File: src/sv/bm3_pkg.sv
`timescale 1ns / 1ps
// Package for the 3x3 mosaic block: sizes, payload structs, register codes
// and the small arithmetic helpers. No dependencies.
package bm3_pkg;

    localparam int MAX_WIDTH    = 2048;
    localparam int TILE_SIZE    = 3;
    localparam int TILE_DEPTH   = (MAX_WIDTH + TILE_SIZE - 1) / TILE_SIZE;
    localparam int TILE_AW      = (TILE_DEPTH > 1) ? $clog2(TILE_DEPTH) : 1;
    localparam int COORD_LIMIT  = 2048;
    localparam int EFF_MAX_W    = (MAX_WIDTH < COORD_LIMIT) ? MAX_WIDTH : COORD_LIMIT;

    localparam int CFG_W        = 12;
    localparam int CFG_AW       = 3;
    localparam int APB_DW       = 32;
    localparam int COORD_W      = 11;
    localparam int CH_W         = 8;
    localparam int SUM_W        = 12;
    localparam int ENTRY_W      = 3 * SUM_W;
    localparam int M3_W         = 2;

    localparam logic [CFG_W-1:0] RESET_WIDTH  = 12'd640;
    localparam logic [CFG_W-1:0] RESET_HEIGHT = 12'd480;
    localparam logic [CFG_W-1:0] MIN_DIM      = 12'd3;
    localparam logic [M3_W-1:0]  TILE_LAST    = M3_W'(TILE_SIZE - 1);

    // floor(s / 9) for s < 4096 as (s * 3641) >> 15
    localparam int DIV9_MUL   = 3641;
    localparam int DIV9_SHIFT = 15;
    localparam int PROD_W     = 24;

    typedef enum logic {
        REG_WIDTH  = 1'b0,
        REG_HEIGHT = 1'b1
    } t_reg_idx;

    typedef struct packed {
        logic [CH_W-1:0] red_in;
        logic [CH_W-1:0] green_in;
        logic [CH_W-1:0] blue_in;
    } t_pix_in;

    typedef struct packed {
        logic [COORD_W-1:0] pos_x;
        logic [COORD_W-1:0] pos_y;
        logic [CH_W-1:0]    red_out;
        logic [CH_W-1:0]    green_out;
        logic [CH_W-1:0]    blue_out;
        logic               run_last;
    } t_pix_out;

    // block = 1: x/y is the top-left corner of a closed 3x3 block
    typedef struct packed {
        logic               block;
        logic [COORD_W-1:0] x;
        logic [COORD_W-1:0] y;
        logic [CH_W-1:0]    r;
        logic [CH_W-1:0]    g;
        logic [CH_W-1:0]    b;
    } t_emit_req;

    function automatic logic [M3_W-1:0] inc_m3(input logic [M3_W-1:0] m);
        return (m == TILE_LAST) ? '0 : m + M3_W'(1);
    endfunction

    function automatic logic [CH_W-1:0] mean9(input logic [SUM_W-1:0] s);
        logic [PROD_W-1:0] p;
        logic [PROD_W-DIV9_SHIFT-1:0] q;
        p = PROD_W'(s) * PROD_W'(DIV9_MUL);
        q = p[PROD_W-1:DIV9_SHIFT];
        return (q > (PROD_W-DIV9_SHIFT)'(255)) ? {CH_W{1'b1}} : q[CH_W-1:0];
    endfunction

endpackage

File: src/sv/bm3_cfg.sv
`timescale 1ns / 1ps
// APB register file: image width and height, plus their clamped values.
// Depends on bm3_pkg.
module bm3_cfg (
    input  logic                        i_clk,
    input  logic                        i_rst_n,
    input  logic                        psel,
    input  logic                        penable,
    input  logic                        pwrite,
    input  logic [bm3_pkg::CFG_AW-1:0]  paddr,
    input  logic [bm3_pkg::APB_DW-1:0]  pwdata,
    output logic [bm3_pkg::APB_DW-1:0]  prdata,
    output logic                        pready,
    output logic [bm3_pkg::CFG_W-1:0]   o_width,
    output logic [bm3_pkg::CFG_W-1:0]   o_height
);
    import bm3_pkg::*;

    logic [CFG_W-1:0] r_width;
    logic [CFG_W-1:0] r_height;
    t_reg_idx         reg_idx;
    logic             wr_en;

    assign pready  = 1'b1;
    assign reg_idx = t_reg_idx'(paddr[2]);
    assign wr_en   = psel && penable && pwrite;

    always_ff @(posedge i_clk) begin
        if (!i_rst_n) begin
            r_width  <= RESET_WIDTH;
            r_height <= RESET_HEIGHT;
        end else if (wr_en) begin
            case (reg_idx)
                REG_WIDTH:  r_width  <= pwdata[CFG_W-1:0];
                REG_HEIGHT: r_height <= pwdata[CFG_W-1:0];
                default: ;
            endcase
        end
    end

    always_comb begin
        case (reg_idx)
            REG_WIDTH:  prdata = APB_DW'(r_width);
            REG_HEIGHT: prdata = APB_DW'(r_height);
            default:    prdata = '0;
        endcase
    end

    always_comb begin
        if (r_width < MIN_DIM) begin
            o_width = MIN_DIM;
        end else if (r_width > CFG_W'(EFF_MAX_W)) begin
            o_width = CFG_W'(EFF_MAX_W);
        end else begin
            o_width = r_width;
        end
        if (r_height < MIN_DIM) begin
            o_height = MIN_DIM;
        end else if (r_height > CFG_W'(COORD_LIMIT)) begin
            o_height = CFG_W'(COORD_LIMIT);
        end else begin
            o_height = r_height;
        end
    end

endmodule

File: config.mk
export PLATFORM = sky130hd
export DESIGN_NAME = bm3_cfg
export DESIGN_NICKNAME = d
export VERILOG_FILES = /design/src/sv/bm3_pkg.sv /design/src/sv/bm3_cfg.sv
export SDC_FILE = /design/constraint.sdc
export NUM_CORES = 1
export LEC_CHECK = 0
export BUFFER_PORTS_ARGS = -buffer_cell sky130_fd_sc_hd__buf_2
export CAP_MARGIN = 20
export CORE_UTILIZATION = 45
export CTS_CLUSTER_DIAMETER = 50
export DETAILED_ROUTE_END_ITERATION = 8
export PLACE_DENSITY = 0.85
export SYNTH_ARGS = -nofsm -noshare
export SYNTH_HDL_FRONTEND = slang
export SYNTH_SLANG_ARGS = --single-unit
File: constraint.sdc
create_clock -name i_clk -period 2 [get_ports i_clk]
set_input_delay 0.4 -clock i_clk [delete_from_list [all_inputs] [get_ports i_clk]]
set_output_delay 0.4 -clock i_clk [all_outputs]
set_load 0.1 [all_outputs]
==> run summary <==
status: finished, violations left
failing checks: setup timing
power density of the placed cells: 669.3 nW/um^2
overall power after layout: 1.336 mW
area enclosed by the die boundary: 3528 um^2
Lkg Pwr: 0.9831 nW
Hold Path Class: in -> reg
RSZ-0062 raised after global routing: yes
P_int: 771.3 uW
Max Cap Viol: 0
endpoint kind of the worst setup timing path: output port
core outline area: 3078 um^2
clock network latency to the later pin of the worst-skew pair: 0.31 ns
Via-to-Cell Ratio: 4.764
initial core utilization: 48.17%
width of the die: 59.40 um
boundary pin count: 97
post-synthesis sequential element count: 24
share of the yosys chip area belonging to registers: 32.41%
final slew viol count: 0
netlist area before placement: 1483 um^2
drc violations: 0
nets@finish: 260
dpl hpwl: 2466 um
slew margin rel.: 59.15%
Die Ht: 59.40 um
Critical Setup Path Class: reg -> out
Detailed Route Iter0 Violations: 44
count of H-tree levels built during CTS: 1
maximum vdd drop: 298.0 uV
mean cell area of the mapped netlist: 8.825 um^2
number of core rows: 20
deepest clock path buffer count: 2
Num Clock Sinks: 24
quantity of hold-fixing buffers added after cts: 0
setup slack after layout: -0.2280 ns
global router's overall resource usage: 20.87%
routed wire length: 3455 um
via count of the routed design: 1253
number of global-route vias before repair: 1144
post-route clock period utilization: 111.4%
critical-path maximum fanout: 2
endpoint arrival time on the critical path: 1.83 ns
CP Data Required Time: 1.60 ns
Max Clock Freq: 448.8 MHz
worst slack at placement: 0.1015 ns
type of element launching the critical path: flop
Worst Clk Skew: 0 ns
count of buffers from port buffering: 53
final weighted congestion of routability-driven global placement: 0.7358
count of unique library cells instantiated by Yosys: 17
final critical path time including I/O delays and setup: 2.228 ns
placed cell count: 255
power share of the clock group: 26.3%
switching part of the total: 42.26%
clock tree from TritonCTS: done
number of iterations in the first detailed-routing pass: 4
ant diodes: 0
sequential share of power: 37.5%
wire length of the first global-routing pass: 5382 um
area delta synth->final: 34.60%
cell at the root of the clock tree: clkbuf_4
initial antenna violation count: 0
fill cell instance count of the final layout: 277
Remaining Overflow, GRT: 0
commonest cells after routing, fill and taps aside: buf_2, nand2_1, mux2i_1, conb_1, nor2b_2
non-filler cells, final: 263
Synth Instances: 168
post-route antenna net violation count: 0
Worst-Margin Slew: 0.6128 ns
final number of hold-violating endpoints: 0
post-route core utilization: 64.84%
pin count of the biggest net entering global routing: 41
Yosys warning count: 0
share of final-layout standard cells stronger than drive strength 1: 51.14%
leading cell type in the layout, fill and taps excluded: buf_2
Clock transition at path regs: 0.14 ns
routed wirelength normalized by instance count: 13.14 um
worst hold slack after final layout: 0.3124 ns
final-report setup violation count: 4
number of clock buffers inserted by TritonCTS: 3
net switching power: 564.5 uW
Comb pwr share: 36.2%
-- metal layers --
layer	global-route usage, %	wire (um)	vias to the layer above
li1	-	-	618
met1	24.36	1484	574
met2	38.52	1744	57
met3	3.057	188	4
met4	6.803	38	0
met5	0	0	-
-- path summary, 6_finish.rpt --
check                             startpoint           end  slack (ns)  cells after the start
worst max-delay path             r_width[11]    o_width[0]       -0.23                      3
worst min-delay path               pwdata[5]    r_width[5]        0.31                      3
worst max register to register  r_height[11]  r_height[11]        1.13                      3
worst min register to register    r_width[4]    r_width[4]        0.48                      2
-- layout make-up --
cell class,instances,area [um^2],area share [%]
clock buffers,3,22.52,1.129
repair buffers,61,400.4,20.06
clock inverters,1,30.03,1.505
flip-flops and latches,24,491.7,24.64
well taps,44,55.05,2.759
multi-input cells,130,996.0,49.91
-- cells by family (layout without fill, tap and decap cells) --
logic type | after synthesis | after routing | share of synthesized area, %
mux | 36 | 36 | 25.32
simple gates | 69 | 69 | 25.32
compound gates | 4 | 4 | 2.363
buf+inv | 33 | 65 | 14.09
other cells | 2 | 21 | 0.5065
flops | 24 | 24 | 32.41
-- critical path, stage by stage, from the launching register on --
cell     delay [ns]
dfxtp_2        0.34
or4_4          0.57
o41ai_4        0.38
buf_12         0.22
-- power groups by stage --
stage | logic (mW) | clock network, mW | registers (mW)
detailed placement | 0.479 | 0 | 0.511
finish | 0.483 | 0.352 | 0.501
CTS | 0.482 | 0.355 | 0.501
floorplan | 0.452 | 0 | 0.508
global route | 0.499 | 0.386 | 0.503
global placement | 0.476 | 0 | 0.511
-- flip-flops by register name, indices dropped and copies added, names as in the netlist --
signal / cells
r_width: 12
r_height: 12
-- cells in the mapped netlist --
| cell type | count | area [um^2] |
|---|---|---|
| nor2b_1 | 28 | 175.2 |
| o41ai_1 | 4 | 35.03 |
| buf_4 | 22 | 165.2 |
| conb_1 | 2 | 7.510 |
| dfxtp_1 | 24 | 480.5 |
| nand2b_1 | 4 | 25.02 |
| and2b_1 | 1 | 7.510 |
| or4_4 | 1 | 11.26 |
| nand4_1 | 1 | 6.260 |
| mux2i_1 | 24 | 240.2 |
| and4b_1 | 1 | 10.01 |
| clkbuf_1 | 9 | 33.78 |
| buf_2 | 2 | 10.01 |
| or4_1 | 3 | 22.52 |
| mux2_2 | 12 | 135.1 |
| and4_1 | 1 | 8.760 |
| nand2_1 | 29 | 108.9 |
-- metrics by stage --
stage | area, um^2 | setup TNS [ns]
2_1_floorplan | 1684 | -1.656
3_3_place_gp | 1901 | 0
3_5_place_dp | 1901 | 0
4_1_cts | 1986 | -0.9204
5_1_grt | 1996 | -1.100
6_report | 1996 | -0.8670
-- what timing repair did --
action                                 CTS  global route
pin swaps                                5             2
setup buffers                            3             1
cloned                                   0             0
gates resized for setup                  6             2
setup endpoints to repair                4             4
endpoints found under the hold margin    0             0
No activity file was read; power rests on OpenSTA's default activity.
