## src/sv/bm3_pkg.sv

```systemverilog
`timescale 1ns / 1ps
// Package for the 3x3 mosaic block: sizes, payload structs, register codes
// and the small arithmetic helpers. No dependencies.
package bm3_pkg;

    localparam int MAX_WIDTH    = 2048;
    localparam int TILE_SIZE    = 3;
    localparam int TILE_DEPTH   = (MAX_WIDTH + TILE_SIZE - 1) / TILE_SIZE;
    localparam int TILE_AW      = (TILE_DEPTH > 1) ? $clog2(TILE_DEPTH) : 1;
    localparam int COORD_LIMIT  = 2048;
    localparam int EFF_MAX_W    = (MAX_WIDTH < COORD_LIMIT) ? MAX_WIDTH : COORD_LIMIT;

    localparam int CFG_W        = 12;
    localparam int CFG_AW       = 3;
    localparam int APB_DW       = 32;
    localparam int COORD_W      = 11;
    localparam int CH_W         = 8;
    localparam int SUM_W        = 12;
    localparam int ENTRY_W      = 3 * SUM_W;
    localparam int M3_W         = 2;

    localparam logic [CFG_W-1:0] RESET_WIDTH  = 12'd640;
    localparam logic [CFG_W-1:0] RESET_HEIGHT = 12'd480;
    localparam logic [CFG_W-1:0] MIN_DIM      = 12'd3;
    localparam logic [M3_W-1:0]  TILE_LAST    = M3_W'(TILE_SIZE - 1);

    // floor(s / 9) for s < 4096 as (s * 3641) >> 15
    localparam int DIV9_MUL   = 3641;
    localparam int DIV9_SHIFT = 15;
    localparam int PROD_W     = 24;

    typedef enum logic {
        REG_WIDTH  = 1'b0,
        REG_HEIGHT = 1'b1
    } t_reg_idx;

    typedef struct packed {
        logic [CH_W-1:0] red_in;
        logic [CH_W-1:0] green_in;
        logic [CH_W-1:0] blue_in;
    } t_pix_in;

    typedef struct packed {
        logic [COORD_W-1:0] pos_x;
        logic [COORD_W-1:0] pos_y;
        logic [CH_W-1:0]    red_out;
        logic [CH_W-1:0]    green_out;
        logic [CH_W-1:0]    blue_out;
        logic               run_last;
    } t_pix_out;

    // block = 1: x/y is the top-left corner of a closed 3x3 block
    typedef struct packed {
        logic               block;
        logic [COORD_W-1:0] x;
        logic [COORD_W-1:0] y;
        logic [CH_W-1:0]    r;
        logic [CH_W-1:0]    g;
        logic [CH_W-1:0]    b;
    } t_emit_req;

    function automatic logic [M3_W-1:0] inc_m3(input logic [M3_W-1:0] m);
        return (m == TILE_LAST) ? '0 : m + M3_W'(1);
    endfunction

    function automatic logic [CH_W-1:0] mean9(input logic [SUM_W-1:0] s);
        logic [PROD_W-1:0] p;
        logic [PROD_W-DIV9_SHIFT-1:0] q;
        p = PROD_W'(s) * PROD_W'(DIV9_MUL);
        q = p[PROD_W-1:DIV9_SHIFT];
        return (q > (PROD_W-DIV9_SHIFT)'(255)) ? {CH_W{1'b1}} : q[CH_W-1:0];
    endfunction

endpackage

```

## src/sv/bm3_emit.sv

```systemverilog
`timescale 1ns / 1ps
// Output register and sequencer: one result for a leftover pixel, nine in
// raster order for a closed block. Depends on bm3_pkg.
module bm3_emit (
    input  logic               i_clk,
    input  logic               i_rst_n,
    input  logic               i_req_valid,
    input  bm3_pkg::t_emit_req i_req,
    output logic               o_req_free,
    output logic               o_valid,
    output bm3_pkg::t_pix_out  o_data,
    input  logic               i_stall
);
    import bm3_pkg::*;

    logic               r_c_valid;
    logic               r_c_block;
    logic               r_c_last;
    logic [COORD_W-1:0] r_c_x0;
    logic [COORD_W-1:0] r_c_x;
    logic [COORD_W-1:0] r_c_y;
    logic [M3_W-1:0]    r_c_dx;
    logic [M3_W-1:0]    r_c_dy;
    logic [CH_W-1:0]    r_c_r;
    logic [CH_W-1:0]    r_c_g;
    logic [CH_W-1:0]    r_c_b;

    logic               out_go;
    logic               load;

    assign out_go     = r_c_valid && !i_stall;
    assign o_req_free = !r_c_valid || (out_go && r_c_last);
    assign load       = i_req_valid && o_req_free;

    assign o_valid          = r_c_valid;
    assign o_data.pos_x     = r_c_x;
    assign o_data.pos_y     = r_c_y;
    assign o_data.red_out   = r_c_r;
    assign o_data.green_out = r_c_g;
    assign o_data.blue_out  = r_c_b;
    assign o_data.run_last  = r_c_last;

    always_ff @(posedge i_clk) begin
        if (!i_rst_n) begin
            r_c_valid <= 1'b0;
        end else if (load) begin
            r_c_valid <= 1'b1;
        end else if (out_go && r_c_last) begin
            r_c_valid <= 1'b0;
        end
    end

    always_ff @(posedge i_clk) begin
        if (load) begin
            r_c_block <= i_req.block;
            r_c_last  <= !i_req.block;
            r_c_x0    <= i_req.x;
            r_c_x     <= i_req.x;
            r_c_y     <= i_req.y;
            r_c_dx    <= '0;
            r_c_dy    <= '0;
            r_c_r     <= i_req.r;
            r_c_g     <= i_req.g;
            r_c_b     <= i_req.b;
        end else if (out_go && !r_c_last) begin
            if (r_c_dx == TILE_LAST) begin
                r_c_dx <= '0;
                r_c_x  <= r_c_x0;
                r_c_dy <= r_c_dy + M3_W'(1);
                r_c_y  <= r_c_y + COORD_W'(1);
            end else begin
                r_c_dx <= r_c_dx + M3_W'(1);
                r_c_x  <= r_c_x + COORD_W'(1);
            end
            r_c_last <= (r_c_dy == TILE_LAST) && (r_c_dx == TILE_LAST - M3_W'(1));
        end
    end

    a_single_last: assert property (@(posedge i_clk) disable iff (!i_rst_n)
        r_c_valid && !r_c_block |-> r_c_last)
        else $error("pass-through result not marked last");

    a_run_continues: assert property (@(posedge i_clk) disable iff (!i_rst_n)
        o_valid && !i_stall && !o_data.run_last |=> o_valid)
        else $error("block run broken off before its last result");

    a_block_cols: assert property (@(posedge i_clk) disable iff (!i_rst_n)
        r_c_valid && r_c_block |-> (r_c_x - r_c_x0) <= COORD_W'(TILE_LAST))
        else $error("block column outside its tile");

endmodule

```

## config.mk

```make
export PLATFORM = sky130hd
export DESIGN_NAME = bm3_emit
export DESIGN_NICKNAME = d
export VERILOG_FILES = /design/src/sv/bm3_pkg.sv /design/src/sv/bm3_emit.sv
export SDC_FILE = /design/constraint.sdc
export NUM_CORES = 1
export LEC_CHECK = 0
export BUFFER_PORTS_ARGS = -buffer_cell sky130_fd_sc_hd__buf_2
export CAP_MARGIN = 25
export CORE_MARGIN = 4
export CORE_UTILIZATION = 35
export DETAILED_ROUTE_END_ITERATION = 8
export RECOVER_POWER = 50
export SETUP_SLACK_MARGIN = 0.4
export SYNTH_ARGS = -nofsm -noshare
export SYNTH_HDL_FRONTEND = slang
export SYNTH_SLANG_ARGS = --single-unit
```

## constraint.sdc

```tcl
create_clock -name i_clk -period 5.8 [get_ports i_clk]
set_input_delay 0.29 -clock i_clk [delete_from_list [all_inputs] [get_ports i_clk]]
set_output_delay 0.29 -clock i_clk [all_outputs]
set_load 0.02 [all_outputs]
```

==> run metrics <==
Crit-path slowest cell=buf_4; Clock Skew=0.0106 ns; Starting Density=36.8%; FF-to-FF path depth=5; Setup TNS Final=0 ns; Routed Antenna Nets=0; total chip power=1.04 mW; core region area=7370 um^2; initial antenna violation count=0; part of the cycle the worst path needs=38.2%; Worst-path clk slew=0.07 ns; Area Growth Syn to Fin=24.1%; All-Layer GR Usage=13.4%; largest stage delay on the critical path=0.53 ns; # IOs=100; # diodes=0; Seq/Total Area, Yosys=68.0%; worst path cell trace=nand2b_1 > a21bo_1 > inv_2 > buf_4 > o21ai_0; status=complete, no violations; die footprint=9220 um^2; adder-cell area share of the yosys netlist=1.39%; fill count=734; routed len/inst=14.2 um; Worst Path Max Fanout=57; post-route cell area=3360 um^2; Worst Setup Path Type=register to register; minimum clock period=2.22 ns; Synth Register Bits=63; fin nets=366; CTS Buf Count=9; Synth Area in Compound Gates=7.80%; reg-to-reg slack, setup=3.58 ns; fin. max-slew vios=0; CTS Hold Bufs=0; Cell Rows=31; Post-synth EDFFs=58; CTS root buf=clkbuf_8; hold wc startpoint=i_req[18]; Setup Fix Bufs, Post-CTS=0; CP required=5.86 ns; Leak=1.21 nW; setup violators final=0; CP Capture Type=register; number of DRC markers after the initial detailed-route iteration=92; mux contribution to synthesized area=0.369%; PostCTS Resize Cnt=0; layout cells sized above 1=18.9%; worst vdd ir=0.174 mV; buffers added on ports=99; WHS=0.139 ns; unrepaired setup endpoints after global routing=no; leading area contributor after synthesis=edfxtp_1; Die Wd=96.0 um; Placed Area=3280 um^2; die height=96.0 um; PD cells=308 nW/um^2; FF+latch area=1840 um^2; largest family of logic cells by synthesized area=simple AND/OR/NAND/NOR gates; clock latency at the later pin of the worst-skew pair=0.33 ns; xor/xnor share of the synthesized area=5.49%; Post-DP HPWL=4280 um; FFs w/ async S/R, synth=0%; first-pass GRT wire length=9080 um; number of remaining DRC errors=0; post-synthesis net count=264; drt pass-1 iters=4; Yosys top cell area share=64.3%; Crit Reg-Reg Endpoint=r_c_y[2]; Ys Warns=0; RR Startpoint=r_c_last; Post-Syn Area=2710 um^2; routability cong.=0.804; vias in the first global route=1880; CTS tree=yes; Synth Area in Simple Gates=14.2%; hold depth=1; area of the multi-input gates=792 um^2; Yosys cell types=37; fmax=451 MHz; total wire length=5910 um; Syn Inst Count=210; pin count of the biggest net entering global routing=58; worst hold path class=input port to register; mean post-synth cell area=12.9 um^2; max cap viols=0; total grt overflow=0; top cells by area, synth=edfxtp_1 64%, xnor2_1 4.2%, nand2_1 3.9%, dfxtp_1 3.7%, o21ai_0 3.7%; Via Count=1936; H-tree lvl count=3; clk buf depth=2; crit start category=register; Primary FF master, synth=edfxtp_1; vias per cell=4.65; headroom to the max-slew limit=34.9%; commonest cells in the netlist=58 x edfxtp_1, 28 x nand2_1, 20 x o21ai_0; Fin. Hold Viols=0; clock sink total=63; Worst Hold End=r_c_r[2]; Worst Tran Pin Value=0.970 ns; Critical Path AT=2.27 ns; most common cell in the synthesized netlist=edfxtp_1; fin util=45.6%
worst max-delay path by stage:
stage                  start        end  slack [ns]
global placement     i_stall   r_c_y[9]        3.62
global route        r_c_last   r_c_x[2]        3.37
floorplan            o_valid   r_c_y[0]        3.57
detailed placement   i_stall   r_c_x[2]        3.53
CTS                 r_c_last  r_c_y[10]        3.58
finish              r_c_last   r_c_y[2]        3.58
critical path, delay by kind of cell (launching register included):
kind / cells / cell delay (ns)
compound gates: 2 / 0.61
buf+inv: 2 / 0.83
flops: 1 / 0.37
simple gates: 1 / 0.10
layout by cell type (no fill, tap or decap), drive strengths merged, types with 4 or more instances in the layout:
cell type	synthesis	final
buf	6	41
a211oi	5	5
nor3	10	10
edfxtp	58	58
xor2	4	4
inv	3	4
dfxtp	5	5
nand2	28	28
a21oi	6	6
o21ai	21	21
clkbuf	3	74
nand3	7	7
nor2	19	19
xnor2	13	13
power by group:
part / switching (mW) / total (mW) / internal [mW] / leakage [nW]
logic: 0.0975 / 0.147 / 0.0490 / 0.527
registers: 0.0263 / 0.568 / 0.542 / 0.599
clock network: 0.154 / 0.322 / 0.167 / 0.0817
registers in the layout (all words and copies together), names as in the netlist:
name      flops
r_c_g         8
r_c_dy        2
r_c_x        11
o_valid       1
r_c_last      1
r_c_x0       11
r_c_b         8
r_c_r         8
r_c_y        11
r_c_dx        2
layer usage:
layer | share of wire [%] | track usage, % | wire length [um] | vias to the layer above
met1 | 45 | 17.0 | 2650 | 876
met2 | 42 | 18.7 | 2490 | 87
met4 | 1.1 | 5.92 | 65 | 0
li1 | - | - | - | 969
met5 | 0 | 0 | 0 | -
met3 | 12 | 7.27 | 703 | 4
cell type report:
type                            count  area share, %
Tap cell                           99           3.68
Timing Repair Buffer              100           12.8
Clock inverter                      1          0.149
Sequential cell                    63           54.8
Multi-Input combinational cell    134           23.5
Inverter                            4          0.446
Clock buffer                       15           4.65
cells by family (layout without fill, tap and decap cells):
kind of cell | after synthesis | count (layout)
buffers and inverters | 13 | 120
AO/OA/AOI/OAI | 36 | 36
multiplexers | 1 | 1
flip-flops | 63 | 63
XOR/XNOR | 17 | 17
adder cells (fa/ha/maj) | 3 | 3
AND/OR/NAND/NOR | 77 | 77
per-stage QoR:
stage,cells,setup slack (ns)
floorplan,210,3.57
global route,416,3.37
CTS,416,3.58
detailed placement,400,3.53
finish,416,3.58
global placement,400,3.62
Note: power is estimated with default switching activity, not from simulation.
